### src/rtl/fwpe_pkg.sv
`default_nettype none

package fwpe_pkg;

    localparam int ACTION_BITS = 2;

    typedef enum logic [ACTION_BITS-1:0] {
        ACT_ENQ      = 2'd0,
        ACT_DEQ_HEAD = 2'd1,
        ACT_DEQ_MAX  = 2'd2
    } t_action;

    typedef enum logic {
        ST_IDLE,
        ST_SEARCH
    } t_state;

    typedef struct packed {
        logic load;
        logic shift;
    } t_cell_ctl;

endpackage

`default_nettype wire

### src/rtl/fwpe_cell.sv
`default_nettype none

module fwpe_cell import fwpe_pkg::*; #(
    parameter int INDEX         = 0,
    parameter int DEPTH         = 16,
    parameter int TAG_BITS      = 16,
    parameter int PRIORITY_BITS = 8,
    localparam int IW           = $clog2(DEPTH),
    localparam int CW           = $clog2(DEPTH + 1)
) (
    input  wire logic                     i_clk,
    input  wire logic                     i_rst_n,
    input  wire t_cell_ctl                i_ctl,
    input  wire logic [IW-1:0]            i_shift_idx,
    input  wire logic [CW-1:0]            i_count,
    input  wire logic [TAG_BITS-1:0]      i_wr_tag,
    input  wire logic [PRIORITY_BITS-1:0] i_wr_prio,
    input  wire logic [TAG_BITS-1:0]      i_nb_tag,
    input  wire logic [PRIORITY_BITS-1:0] i_nb_prio,
    output logic [TAG_BITS-1:0]           o_tag,
    output logic [PRIORITY_BITS-1:0]      o_prio,
    input  wire logic                     i_tok,
    input  wire logic [TAG_BITS-1:0]      i_best_tag,
    input  wire logic [PRIORITY_BITS-1:0] i_best_prio,
    input  wire logic [IW-1:0]            i_best_idx,
    output logic                          o_tok,
    output logic [TAG_BITS-1:0]           o_best_tag,
    output logic [PRIORITY_BITS-1:0]      o_best_prio,
    output logic [IW-1:0]                 o_best_idx
);

    localparam logic [IW-1:0] MY_IDX = IW'(INDEX);
    localparam logic [CW-1:0] MY_POS = CW'(INDEX);

    logic [TAG_BITS-1:0]      r_tag, n_tag;
    logic [PRIORITY_BITS-1:0] r_prio, n_prio;
    logic                     r_tok;
    logic [TAG_BITS-1:0]      r_best_tag, n_best_tag;
    logic [PRIORITY_BITS-1:0] r_best_prio, n_best_prio;
    logic [IW-1:0]            r_best_idx, n_best_idx;
    logic                     w_valid;
    logic                     w_take;

    assign w_valid = MY_POS < i_count;
    assign w_take  = w_valid && ((INDEX == 0) || (r_prio > i_best_prio));

    always_comb begin
        n_tag  = r_tag;
        n_prio = r_prio;
        if (i_ctl.load && (MY_POS == i_count)) begin
            n_tag  = i_wr_tag;
            n_prio = i_wr_prio;
        end else if (i_ctl.shift && (MY_IDX >= i_shift_idx)) begin
            n_tag  = i_nb_tag;
            n_prio = i_nb_prio;
        end
        if (w_take) begin
            n_best_tag  = r_tag;
            n_best_prio = r_prio;
            n_best_idx  = MY_IDX;
        end else begin
            n_best_tag  = i_best_tag;
            n_best_prio = i_best_prio;
            n_best_idx  = i_best_idx;
        end
    end

    always_ff @(posedge i_clk) begin
        if (!i_rst_n) begin
            r_tok <= 1'b0;
        end else begin
            r_tok <= i_tok;
        end
    end

    always_ff @(posedge i_clk) begin
        r_tag       <= n_tag;
        r_prio      <= n_prio;
        r_best_tag  <= n_best_tag;
        r_best_prio <= n_best_prio;
        r_best_idx  <= n_best_idx;
    end

    assign o_tag       = r_tag;
    assign o_prio      = r_prio;
    assign o_tok       = r_tok;
    assign o_best_tag  = r_best_tag;
    assign o_best_prio = r_best_prio;
    assign o_best_idx  = r_best_idx;

endmodule

`default_nettype wire

### src/rtl/fifo_with_priority_extract_top.sv
// Ordered queue of up to DEPTH entries (tag, priority) with head and
// highest-priority removal.
// Input stream: tuser carries the action (enqueue, remove head, remove
// highest priority); tdata carries tag and priority of an enqueued entry.
// Output stream: one word per input word with got_item, tag, priority,
// dropped and the entry count after the step.
// Entries sit in a row of cells; cell 0 is the head. A removal closes the
// gap by moving every later cell one place toward the head.
// Enqueue, head removal, the unused action and a highest-priority removal
// from an empty queue: the result word is valid in the cycle after acceptance.
// Highest-priority removal from a non-empty queue: a search token walks the
// whole row one cell per cycle carrying the best entry so far; when it leaves
// the last cell, that entry is removed and the result word is registered.
// One word is in flight at a time; the next input word is accepted no earlier
// than the edge at which the result word leaves.
// A stalled receiver holds the result in the output register and blocks new
// input words until it is taken.
// Reset empties the queue and the output register; no clearing pass.
`default_nettype none

module fifo_with_priority_extract_top import fwpe_pkg::*; #(
    parameter int DEPTH         = 16,
    parameter int TAG_BITS      = 16,
    parameter int PRIORITY_BITS = 8,
    localparam int IW           = $clog2(DEPTH),
    localparam int CW           = $clog2(DEPTH + 1),
    localparam int IN_BITS      = TAG_BITS + PRIORITY_BITS,
    localparam int IN_W         = ((IN_BITS + 7) / 8) * 8,
    localparam int OUT_BITS     = 2 + TAG_BITS + PRIORITY_BITS + CW,
    localparam int OUT_W        = ((OUT_BITS + 7) / 8) * 8
) (
    input  wire logic                   i_clk,
    input  wire logic                   i_rst_n,
    input  wire logic                   i_s_axis_tvalid,
    output logic                        o_s_axis_tready,
    // item_tag, item_priority
    input  wire logic [IN_W-1:0]        i_s_axis_tdata,
    // action
    input  wire logic [ACTION_BITS-1:0] i_s_axis_tuser,
    output logic                        o_m_axis_tvalid,
    input  wire logic                   i_m_axis_tready,
    // got_item, out_tag, out_priority, dropped, entry_count
    output logic [OUT_W-1:0]            o_m_axis_tdata
);

    localparam logic [CW-1:0] FULL = CW'(DEPTH);

    logic [TAG_BITS-1:0]      w_tag [DEPTH];
    logic [PRIORITY_BITS-1:0] w_prio [DEPTH];
    logic                     w_tok [DEPTH+1];
    logic [TAG_BITS-1:0]      w_best_tag [DEPTH+1];
    logic [PRIORITY_BITS-1:0] w_best_prio [DEPTH+1];
    logic [IW-1:0]            w_best_idx [DEPTH+1];

    t_state                   r_state, n_state;
    logic [CW-1:0]            r_count, n_count;
    logic                     r_out_valid, n_out_valid;
    logic                     r_out_got, n_out_got;
    logic [TAG_BITS-1:0]      r_out_tag, n_out_tag;
    logic [PRIORITY_BITS-1:0] r_out_prio, n_out_prio;
    logic                     r_out_drop, n_out_drop;
    logic [CW-1:0]            r_out_count, n_out_count;

    t_cell_ctl                w_ctl;
    logic [IW-1:0]            w_shift_idx;
    logic [TAG_BITS-1:0]      w_in_tag;
    logic [PRIORITY_BITS-1:0] w_in_prio;
    t_action                  w_act;
    logic                     w_out_free;
    logic                     w_accept;
    logic                     w_tok_start;
    logic                     w_res;
    logic                     w_res_got;
    logic [TAG_BITS-1:0]      w_res_tag;
    logic [PRIORITY_BITS-1:0] w_res_prio;
    logic                     w_res_drop;

    assign w_in_tag        = i_s_axis_tdata[TAG_BITS-1:0];
    assign w_in_prio       = i_s_axis_tdata[IN_BITS-1:TAG_BITS];
    assign w_act           = t_action'(i_s_axis_tuser);
    assign w_out_free      = !r_out_valid || i_m_axis_tready;
    assign o_s_axis_tready = (r_state == ST_IDLE) && w_out_free;
    assign w_accept        = i_s_axis_tvalid && o_s_axis_tready;

    assign w_tok[0]       = w_tok_start;
    assign w_best_tag[0]  = '0;
    assign w_best_prio[0] = '0;
    assign w_best_idx[0]  = '0;

    for (genvar g = 0; g < DEPTH; g++) begin : g_cell
        logic [TAG_BITS-1:0]      w_nb_tag;
        logic [PRIORITY_BITS-1:0] w_nb_prio;
        if (g == DEPTH - 1) begin : g_last
            assign w_nb_tag  = '0;
            assign w_nb_prio = '0;
        end else begin : g_mid
            assign w_nb_tag  = w_tag[g+1];
            assign w_nb_prio = w_prio[g+1];
        end
        fwpe_cell #(
            .INDEX         (g),
            .DEPTH         (DEPTH),
            .TAG_BITS      (TAG_BITS),
            .PRIORITY_BITS (PRIORITY_BITS)
        ) u_cell (
            .i_clk       (i_clk),
            .i_rst_n     (i_rst_n),
            .i_ctl       (w_ctl),
            .i_shift_idx (w_shift_idx),
            .i_count     (r_count),
            .i_wr_tag    (w_in_tag),
            .i_wr_prio   (w_in_prio),
            .i_nb_tag    (w_nb_tag),
            .i_nb_prio   (w_nb_prio),
            .o_tag       (w_tag[g]),
            .o_prio      (w_prio[g]),
            .i_tok       (w_tok[g]),
            .i_best_tag  (w_best_tag[g]),
            .i_best_prio (w_best_prio[g]),
            .i_best_idx  (w_best_idx[g]),
            .o_tok       (w_tok[g+1]),
            .o_best_tag  (w_best_tag[g+1]),
            .o_best_prio (w_best_prio[g+1]),
            .o_best_idx  (w_best_idx[g+1])
        );
    end

    always_comb begin
        n_state     = r_state;
        n_count     = r_count;
        n_out_valid = r_out_valid && !i_m_axis_tready;
        n_out_got   = r_out_got;
        n_out_tag   = r_out_tag;
        n_out_prio  = r_out_prio;
        n_out_drop  = r_out_drop;
        n_out_count = r_out_count;
        w_ctl       = '0;
        w_shift_idx = '0;
        w_tok_start = 1'b0;
        w_res       = 1'b0;
        w_res_got   = 1'b0;
        w_res_tag   = '0;
        w_res_prio  = '0;
        w_res_drop  = 1'b0;
        case (r_state)
            ST_IDLE: begin
                if (w_accept) begin
                    case (w_act)
                        ACT_ENQ: begin
                            w_res = 1'b1;
                            if (r_count == FULL) begin
                                w_res_drop = 1'b1;
                            end else begin
                                w_ctl.load = 1'b1;
                                n_count    = r_count + CW'(1);
                            end
                        end
                        ACT_DEQ_HEAD: begin
                            w_res = 1'b1;
                            if (r_count != '0) begin
                                w_ctl.shift = 1'b1;
                                w_res_got   = 1'b1;
                                w_res_tag   = w_tag[0];
                                w_res_prio  = w_prio[0];
                                n_count     = r_count - CW'(1);
                            end
                        end
                        ACT_DEQ_MAX: begin
                            if (r_count != '0) begin
                                w_tok_start = 1'b1;
                                n_state     = ST_SEARCH;
                            end else begin
                                w_res = 1'b1;
                            end
                        end
                        default: begin
                            w_res = 1'b1;
                        end
                    endcase
                end
            end
            ST_SEARCH: begin
                if (w_tok[DEPTH]) begin
                    w_ctl.shift = 1'b1;
                    w_shift_idx = w_best_idx[DEPTH];
                    w_res       = 1'b1;
                    w_res_got   = 1'b1;
                    w_res_tag   = w_best_tag[DEPTH];
                    w_res_prio  = w_best_prio[DEPTH];
                    n_count     = r_count - CW'(1);
                    n_state     = ST_IDLE;
                end
            end
            default: begin
                n_state = ST_IDLE;
            end
        endcase
        if (w_res) begin
            n_out_valid = 1'b1;
            n_out_got   = w_res_got;
            n_out_tag   = w_res_tag;
            n_out_prio  = w_res_prio;
            n_out_drop  = w_res_drop;
            n_out_count = n_count;
        end
    end

    always_ff @(posedge i_clk) begin
        if (!i_rst_n) begin
            r_state     <= ST_IDLE;
            r_count     <= '0;
            r_out_valid <= 1'b0;
        end else begin
            r_state     <= n_state;
            r_count     <= n_count;
            r_out_valid <= n_out_valid;
        end
    end

    always_ff @(posedge i_clk) begin
        r_out_got   <= n_out_got;
        r_out_tag   <= n_out_tag;
        r_out_prio  <= n_out_prio;
        r_out_drop  <= n_out_drop;
        r_out_count <= n_out_count;
    end

    assign o_m_axis_tvalid = r_out_valid;
    assign o_m_axis_tdata  = OUT_W'({r_out_count, r_out_drop, r_out_prio, r_out_tag,
                                     r_out_got});

endmodule

`default_nettype wire

### config.mk
export PLATFORM = sky130hd
export DESIGN_NAME = fifo_with_priority_extract_top
export DESIGN_NICKNAME = d
export VERILOG_FILES = /design/src/rtl/fwpe_pkg.sv /design/src/rtl/fwpe_cell.sv /design/src/rtl/fifo_with_priority_extract_top.sv
export SDC_FILE = /design/constraint.sdc
export NUM_CORES = 1
export LEC_CHECK = 0
export ABC_AREA = 1
export BUFFER_PORTS_ARGS = -buffer_cell sky130_fd_sc_hd__buf_2
export CAP_MARGIN = 20
export CORE_MARGIN = 2
export CORE_UTILIZATION = 42
export CTS_CLUSTER_SIZE = 25
export DETAILED_ROUTE_END_ITERATION = 16
export GPL_TIMING_DRIVEN = 0
export SYNTH_ARGS = -nofsm -noshare
export SYNTH_HDL_FRONTEND = slang
export SYNTH_SLANG_ARGS = --single-unit
export TNS_END_PERCENT = 20
### constraint.sdc
create_clock -name i_clk -period 6.5 [get_ports i_clk]
set_input_delay 0.325 -clock i_clk [delete_from_list [all_inputs] [get_ports i_clk]]
set_output_delay 0.325 -clock i_clk [all_outputs]
set_load 0.02 [all_outputs]
==> impl_metrics.py, run 1 <==
metrics = {
    "floorplanning": {
        "initial_core_util_pct": 42.36,
        "die_h_um": 294.1,
        "die-area_um2": 86480,
        "coreArea_um2": 83420,
        "num_rows": 106,
        "ios": 64,
        "die_w_um": 294.1,
    },
    "grt": {
        "grt_usage_pct": 23.85,
        "grt_max_degree": 33,
        "antenna_found_initial": 3,
        "grt_pass1_wl_mm": 154.4,
        "grt_pass1_vias": 25040,
        "overflow": 0,
    },
    "synth": {
        "ys_types": 50,
        "syn_inst": 3751,
        "synth-async-reset-ratio_pct": 0,
        "synth_top_area_share_pct": 35.26,
        "ys_seq_area_share_pct": 61.09,
        "synth_area_leader_cell": "edfxtp_1",
        "synth_flop_cell": "dfxtp_1",
        "synthesis.area_um2": 35340,
        "synth.most_common_cell": "nand2_1",
        "synth.avg_cell_area_um2": 9.422,
        "synth-edff-count": 415,
        "synth-seq-cells": 871,
        "synth_area_leaders": "edfxtp_1 (35%), dfxtp_1 (26%), nand2_1 (14%), ha_1 (4.4%), o21ai_0 (4.2%)",
        "yosys_warnings": 0,
        "synthTopCellsByCount": "nand2_1 (1283), dfxtp_1 (456), edfxtp_1 (415)",
        "syn_nets": 3906,
    },
    "clock_network": {
        "numCtsBuffers": 91,
        "cts_setup_buffers": 0,
        "cts_resized": 0,
        "cts_tree": "done",
        "clock_sinks": 871,
        "cts.path.max_buffers": 3,
        "clkTransAtPathRegs_ps": 60,
        "ctsRootBufferMaster": "clkbuf_16",
        "clk_latency_ps": 660,
        "cts-htree-levels": 3,
        "postCtsHoldBufs": 0,
    },
    "detailed_routing": {
        "drc": 0,
        "wl_mm": 103.4,
        "first_pass_iters": 8,
        "avgViaCountPerCell": 5.110,
        "dr_total_vias": 25970,
        "drt_iter0_drc": 2294,
        "drtAntennaViolNets": 0,
        "routedWlPerCell_um": 20.35,
    },
    "placed_design": {
        "gp_congestion": 0.8855,
        "dpl.hpwl_mm": 76.97,
        "io_buffers": 61,
        "dp_slack_ps": 2713,
    },
    "sta": {
        "slew_headroom_pct": 20.30,
        "fin_tns_setup_ps": 0,
        "fin_crit_sh_pct": 56.54,
        "timing.final.ws_setup_ps": 2825,
        "hold_viol": 0,
        "finalSetupViolCount": 0,
        "final_max_slew_viol_count": 0,
        "period_needed_ps": 3675,
        "timing.fmax_ghz": 0.2721,
        "skew_ps": 38.93,
        "worst_slew_pin_slew_ps": 1195,
        "rsz0062_at_grt": "false",
    },
    "pwr": {
        "pwr_density_cell_nw_per_um2": 404.7,
        "p_sw_mw": 5.141,
        "vdd_drop_max_mv": 0.2504,
        "p_seq_share_pct": 47.8,
        "swShare_pct": 31.52,
        "p_comb_share_pct": 20.5,
        "internal-power_mw": 11.17,
        "p_clk_share_pct": 31.8,
        "power_leakage_nw": 18.12,
    },
    "critical_path": {
        "critPathSlowestCell": "nand2_1",
        "path_class": "reg -> reg",
        "max_stage_delay_ps": 810,
        "critPathMostFrequentCell": "nand2_1",
        "cp_top_family": "simple AND/OR/NAND/NOR gates",
        "worstPathRequired_ps": 6770,
        "cp.buffers_inverters": 3,
        "critPathArrivalTime_ps": 3950,
        "cp-end-kind": "flop",
        "start_kind": "flop",
        "crit_chain": "inv_2 -> ha_1 -> inv_1 -> nor2_2 -> nand2_1 -> nand2_1 -> nor2_2 -> nor2_4 -> inv_2 -> nand2_1 -> nand2_1",
        "crit_fanout": 24,
    },
    "layout": {
        "ff_latch_area_um2": 21590,
        "layout.filler_cells": 7872,
        "drive_gt1_share_pct": 9.873,
        "syn2layout_area_growth_pct": 14.02,
        "final_net_count": 4080,
        "multi_input_area_um2": 11740,
    },
    "job": {
        "maxCapViolations": 0,
    },
    "status": {
        "status": "finished, final reports clean",
    },
    "worst_hold_path": {
        "hold_class": "in -> reg",
    },
}
==> power groups by stage <==
stage,sequential [mW],combinational [mW],clock [mW]
final,7.79,3.34,5.18
after floorplan,7.56,2.26,0
after global routing,7.88,3.80,5.47
after global placement,7.88,3.23,0
after detailed placement,7.85,3.29,0
after CTS,7.77,3.33,5.25
==> path summary, 6_finish.rpt <==
kind              slack (ps)                               to  cells after the start                             from
setup / recovery        2820       g_cell[3].u_cell.o_prio[7]                     11                       r_count[0]
hold / removal            60                  o_m_axis_tvalid                      4                  i_m_axis_tready
setup reg to reg        2820       g_cell[3].u_cell.o_prio[7]                     11                       r_count[0]
hold reg to reg          410  g_cell[14].u_cell.o_best_idx[2]                      2  g_cell[13].u_cell.o_best_idx[2]
==> logic make-up after synthesis <==
group | Yosys count | share of synthesized area [%]
compound gates | 548 | 8.522
xor+xnor | 3 | 0.07436
fa+ha+maj | 125 | 4.425
buf+inv | 484 | 5.781
flops | 871 | 61.09
other cells | 1 | 0.01061
simple gates | 1719 | 20.09
==> stage by stage <==
stage	cells	area, um2	total power [mW]	hold slack [ps]	util (%)
floorplan	3751	35340	9.829	386.7	-
global placement	4892	37000	11.11	395.3	44.35
detailed placement	4907	37230	11.13	398.2	44.62
CTS	5076	40210	16.35	34.21	48.20
global route	5081	40290	17.15	67.42	48.30
finish	5082	40300	16.31	61.53	48.31
==> area by class of cell <==
type	count	share of cell area [%]
clock inverters	43	1.065
multi-input cells	2396	29.12
clock buffers	126	6.331
diodes	1	0.006210
repair buffers	81	1.459
plain buffers	200	2.431
inverters	284	2.652
well taps	1080	3.353
flip-flops and latches	871	53.58
==> sequential cells by signal, indices dropped and copies added (netlist names) <==
name and count:
g_cell.u_cell.o_best_tag 256, g_cell.u_cell.o_tag 256, g_cell.u_cell.o_best_prio 128, g_cell.u_cell.o_prio 128, g_cell.u_cell.o_best_idx 49, g_cell.u_cell.o_tok 16, r_out_tag 16, r_out_prio 8
r_count 5, r_out_count 5, o_m_axis_tvalid 1, r_out_drop 1, r_out_got 1, r_state 1
==> layer usage <==
metal | share of wire, % | GRT usage [%]
met5 | 0 | 0
met1 | 45 | 33.32
met2 | 46 | 38.64
met3 | 6.3 | 3.255
met4 | 2.3 | 6.994
==> layout by cell type (no fill, tap or decap), types with 4 or more instances in the layout <==
master	n
o21a_1	12
o21bai_1	9
clkinv_2	20
clkbuf_8	10
nor2_2	6
bufinv_16	5
nand2_2	13
buf_2	129
inv_1	272
clkbuf_2	4
a21oi_1	68
inv_2	10
nand3_1	295
clkbuf_16	93
buf_4	17
o21ai_0	296
clkinv_1	8
ha_1	125
o21ai_1	100
o21ai_2	20
nor2_1	73
a21boi_0	4
nand3_2	7
nor2_4	5
dfxtp_1	456
clkbuf_1	123
a22oi_1	4
nor3_1	9
nand2_1	1282
buf_8	15
buf_6	12
a22o_1	22
edfxtp_1	415
nand4_1	16
==> tightest hold or removal path: cells and delay by family <==
family / cells / cell delay [ps]
compound gates: 1 / 150
buf+inv: 2 / 130
simple gates: 1 / 50
Power figures use the tool's default switching activity.
==> inputs of run 2 (changes only) <==
==> constraint.sdc (replaced) <==
create_clock -name i_clk -period 3.5 [get_ports i_clk]
set_input_delay 0.175 -clock i_clk [delete_from_list [all_inputs] [get_ports i_clk]]
set_output_delay 0.175 -clock i_clk [all_outputs]
set_load 0.02 [all_outputs]
==> run 2 against run 1 <==
Critical path depth increased by 1. Clock skew increased by 6.4 ps. Non-clock buffer count stayed put. Die area unchanged.
==> impl_metrics.py, run 2 (synthesis gave the netlist of run 1 again) <==
metrics = {
    "detailed_routing": {
        "dr_wl_met2_mm": 47.11,
        "drt_iter0_drc": 2308,
        "drtAntennaViolNets": 0,
        "avgViaCountPerCell": 5.145,
        "drc": 0,
        "wl_met1_mm": 46.99,
        "dr_total_vias": 26170,
        "wl_mm": 103.2,
        "routedWlPerCell_um": 20.29,
        "wl_met3_mm": 6.176,
        "route.top_layer_used": "met4",
        "first_pass_iters": 5,
    },
    "sta": {
        "hold_viol": 0,
        "timing.fmax_ghz": 0.3018,
        "holdWs_ps": 26.26,
        "fin_crit_sh_pct": 94.66,
        "worst_slew_pin_slew_ps": 1187,
        "slew_headroom_pct": 20.89,
        "skew_ps": 45.35,
        "fin_tns_setup_ps": 0,
        "finalSetupViolCount": 0,
        "rsz0062_at_grt": "true",
        "final_max_slew_viol_count": 0,
        "period_needed_ps": 3313,
    },
    "grt": {
        "grt_max_degree": 33,
        "antenna_found_initial": 5,
        "grt_pass1_wl_mm": 155.0,
        "overflow": 0,
        "grt_usage_pct": 23.83,
        "grt_pass1_vias": 25340,
    },
    "clock_network": {
        "cts-htree-levels": 3,
        "clkTransAtPathRegs_ps": 70,
        "cts.path.max_buffers": 3,
        "ctsRootBufferMaster": "clkbuf_16",
        "cts_setup_buffers": 0,
        "clk_latency_ps": 660,
        "cts_tree": "done",
        "clock_sinks": 871,
        "numCtsBuffers": 92,
    },
    "floorplanning": {
        "num_rows": 106,
        "die_h_um": 294.1,
        "ios": 64,
        "die-area_um2": 86480,
        "coreArea_um2": 83420,
        "die_w_um": 294.1,
        "initial_core_util_pct": 42.36,
    },
    "placed_design": {
        "dp.cells": 4908,
        "dpl.hpwl_mm": 77.26,
        "io_buffers": 61,
        "gp_congestion": 0.8834,
    },
    "layout": {
        "final_net_count": 4081,
        "final_util_pct": 48.65,
        "syn2layout_area_growth_pct": 14.85,
        "antenna_cells": 0,
        "layout_common_cells": "nand2_1 (1278), dfxtp_1 (455), edfxtp_1 (415), o21ai_0 (296), nand3_1 (291)",
        "drive_gt1_share_pct": 10.26,
        "final_common_cell": "nand2_1",
        "finalNonFillerCells": 5086,
    },
    "critical_path": {
        "start_kind": "flop",
        "max_stage_delay_ps": 550,
        "cp-end-kind": "flop",
        "critPathMostFrequentCell": "inv_1",
        "critPathSlowestCell": "nand3_2",
        "reg2reg_slack_ps": 190,
        "ff2ff_path_depth": 12,
        "worstSetupStartpoint": "r_count[1]",
        "timing.rr.end": "g_cell[10].u_cell.o_prio[1]",
        "path_class": "reg -> reg",
        "crit_chain": "buf_2 -> inv_1 -> ha_1 -> inv_1 -> nor2_2 -> nand2_1 -> nand2_1 -> nor2_4 -> nor2_4 -> nor2_1 -> inv_1 -> nand3_2",
        "crit_fanout": 24,
        "critPathArrivalTime_ps": 3490,
        "worstPathRequired_ps": 3680,
        "timing.rr.start": "r_count[1]",
    },
    "worst_hold_path": {
        "hold_depth": 3,
        "min-delay-start": "i_s_axis_tdata[8]",
        "hold_class": "in -> reg",
        "min_to": "g_cell[3].u_cell.o_tag[8]",
    },
    "pwr": {
        "power_leakage_nw": 18.22,
        "vdd_drop_max_mv": 0.4156,
        "pwr_density_cell_nw_per_um2": 759.8,
        "p_total_mw": 30.84,
    },
    "job": {
        "maxCapViolations": 0,
    },
    "status": {
        "status": "finished, final reports clean",
    },
}
## run 2: cell types whose count changed in the layout (fill, tap and decap cells not counted), moves of 3 or more
cell        delta
nand2_1        -4
clkbuf_16      +5
nand3_2        +3
nand2_2        +4
clkinvlp_4     +7
bufinv_16      +4
nand3_1        -4
## run 2: per-stage QoR
step,cell area (um2),setup WS (ps)
after floorplan,35340,-302.4
after global placement,37000,-1881
after detailed placement,37260,-187.9
final,40590,187.0
after global routing,40590,-45.29
after CTS,40510,-28.07
## run 2: what timing repair did
item                                   CTS  global route
endpoints found under the hold margin    3             0
resized for setup                        6             7
hold buffers                             2             0
setup endpoints to repair              164           264
## run 2: final cells by class
type	instances	area, um2
fillers	7845	42830
flip-flops and latches	871	21590
multi-input cells	2396	11800
clock buffers	126	2648
well taps	1080	1351
inverters	284	1069
plain buffers	200	977.2
repair buffers	81	593.1
clock inverters	48	555.5
## run 2: worst max-delay path: cells and delay by family, from the launching register on
kind / cells / cell delay [ps]
DFF: 1 / 330
adders and majority gates: 1 / 240
and+or+nand+nor: 7 / 1560
buffers and inverters: 4 / 690
## run 2: power breakdown
group	switching, mW	internal (mW)
clock network	4.18	6.01
registers	1.24	13.2
logic	4.19	2.00
total	9.60	21.2
## run 2: worst max-delay path by stage
| stage | end | slack [ps] | cells past startpoint |
|---|---|---|---|
| floorplan | g_cell[2].u_cell.o_prio[0] | -300 | 12 |
| CTS | g_cell[9].u_cell.o_prio[1] | -30 | 12 |
| global placement | g_cell[0].u_cell.o_prio[3] | -1880 | 11 |
| detailed placement | g_cell[10].u_cell.o_prio[1] | -190 | 11 |
| global route | g_cell[10].u_cell.o_prio[0] | -50 | 12 |
| finish | g_cell[10].u_cell.o_prio[1] | 190 | 12 |
## run 2: metal layers
metal | up-vias | track usage (%)
li1 | 12780 | -
met1 | 12450 | 33.43
met2 | 782 | 38.24
met3 | 151 | 3.119
met4 | 0 | 7.616
met5 | - | 0
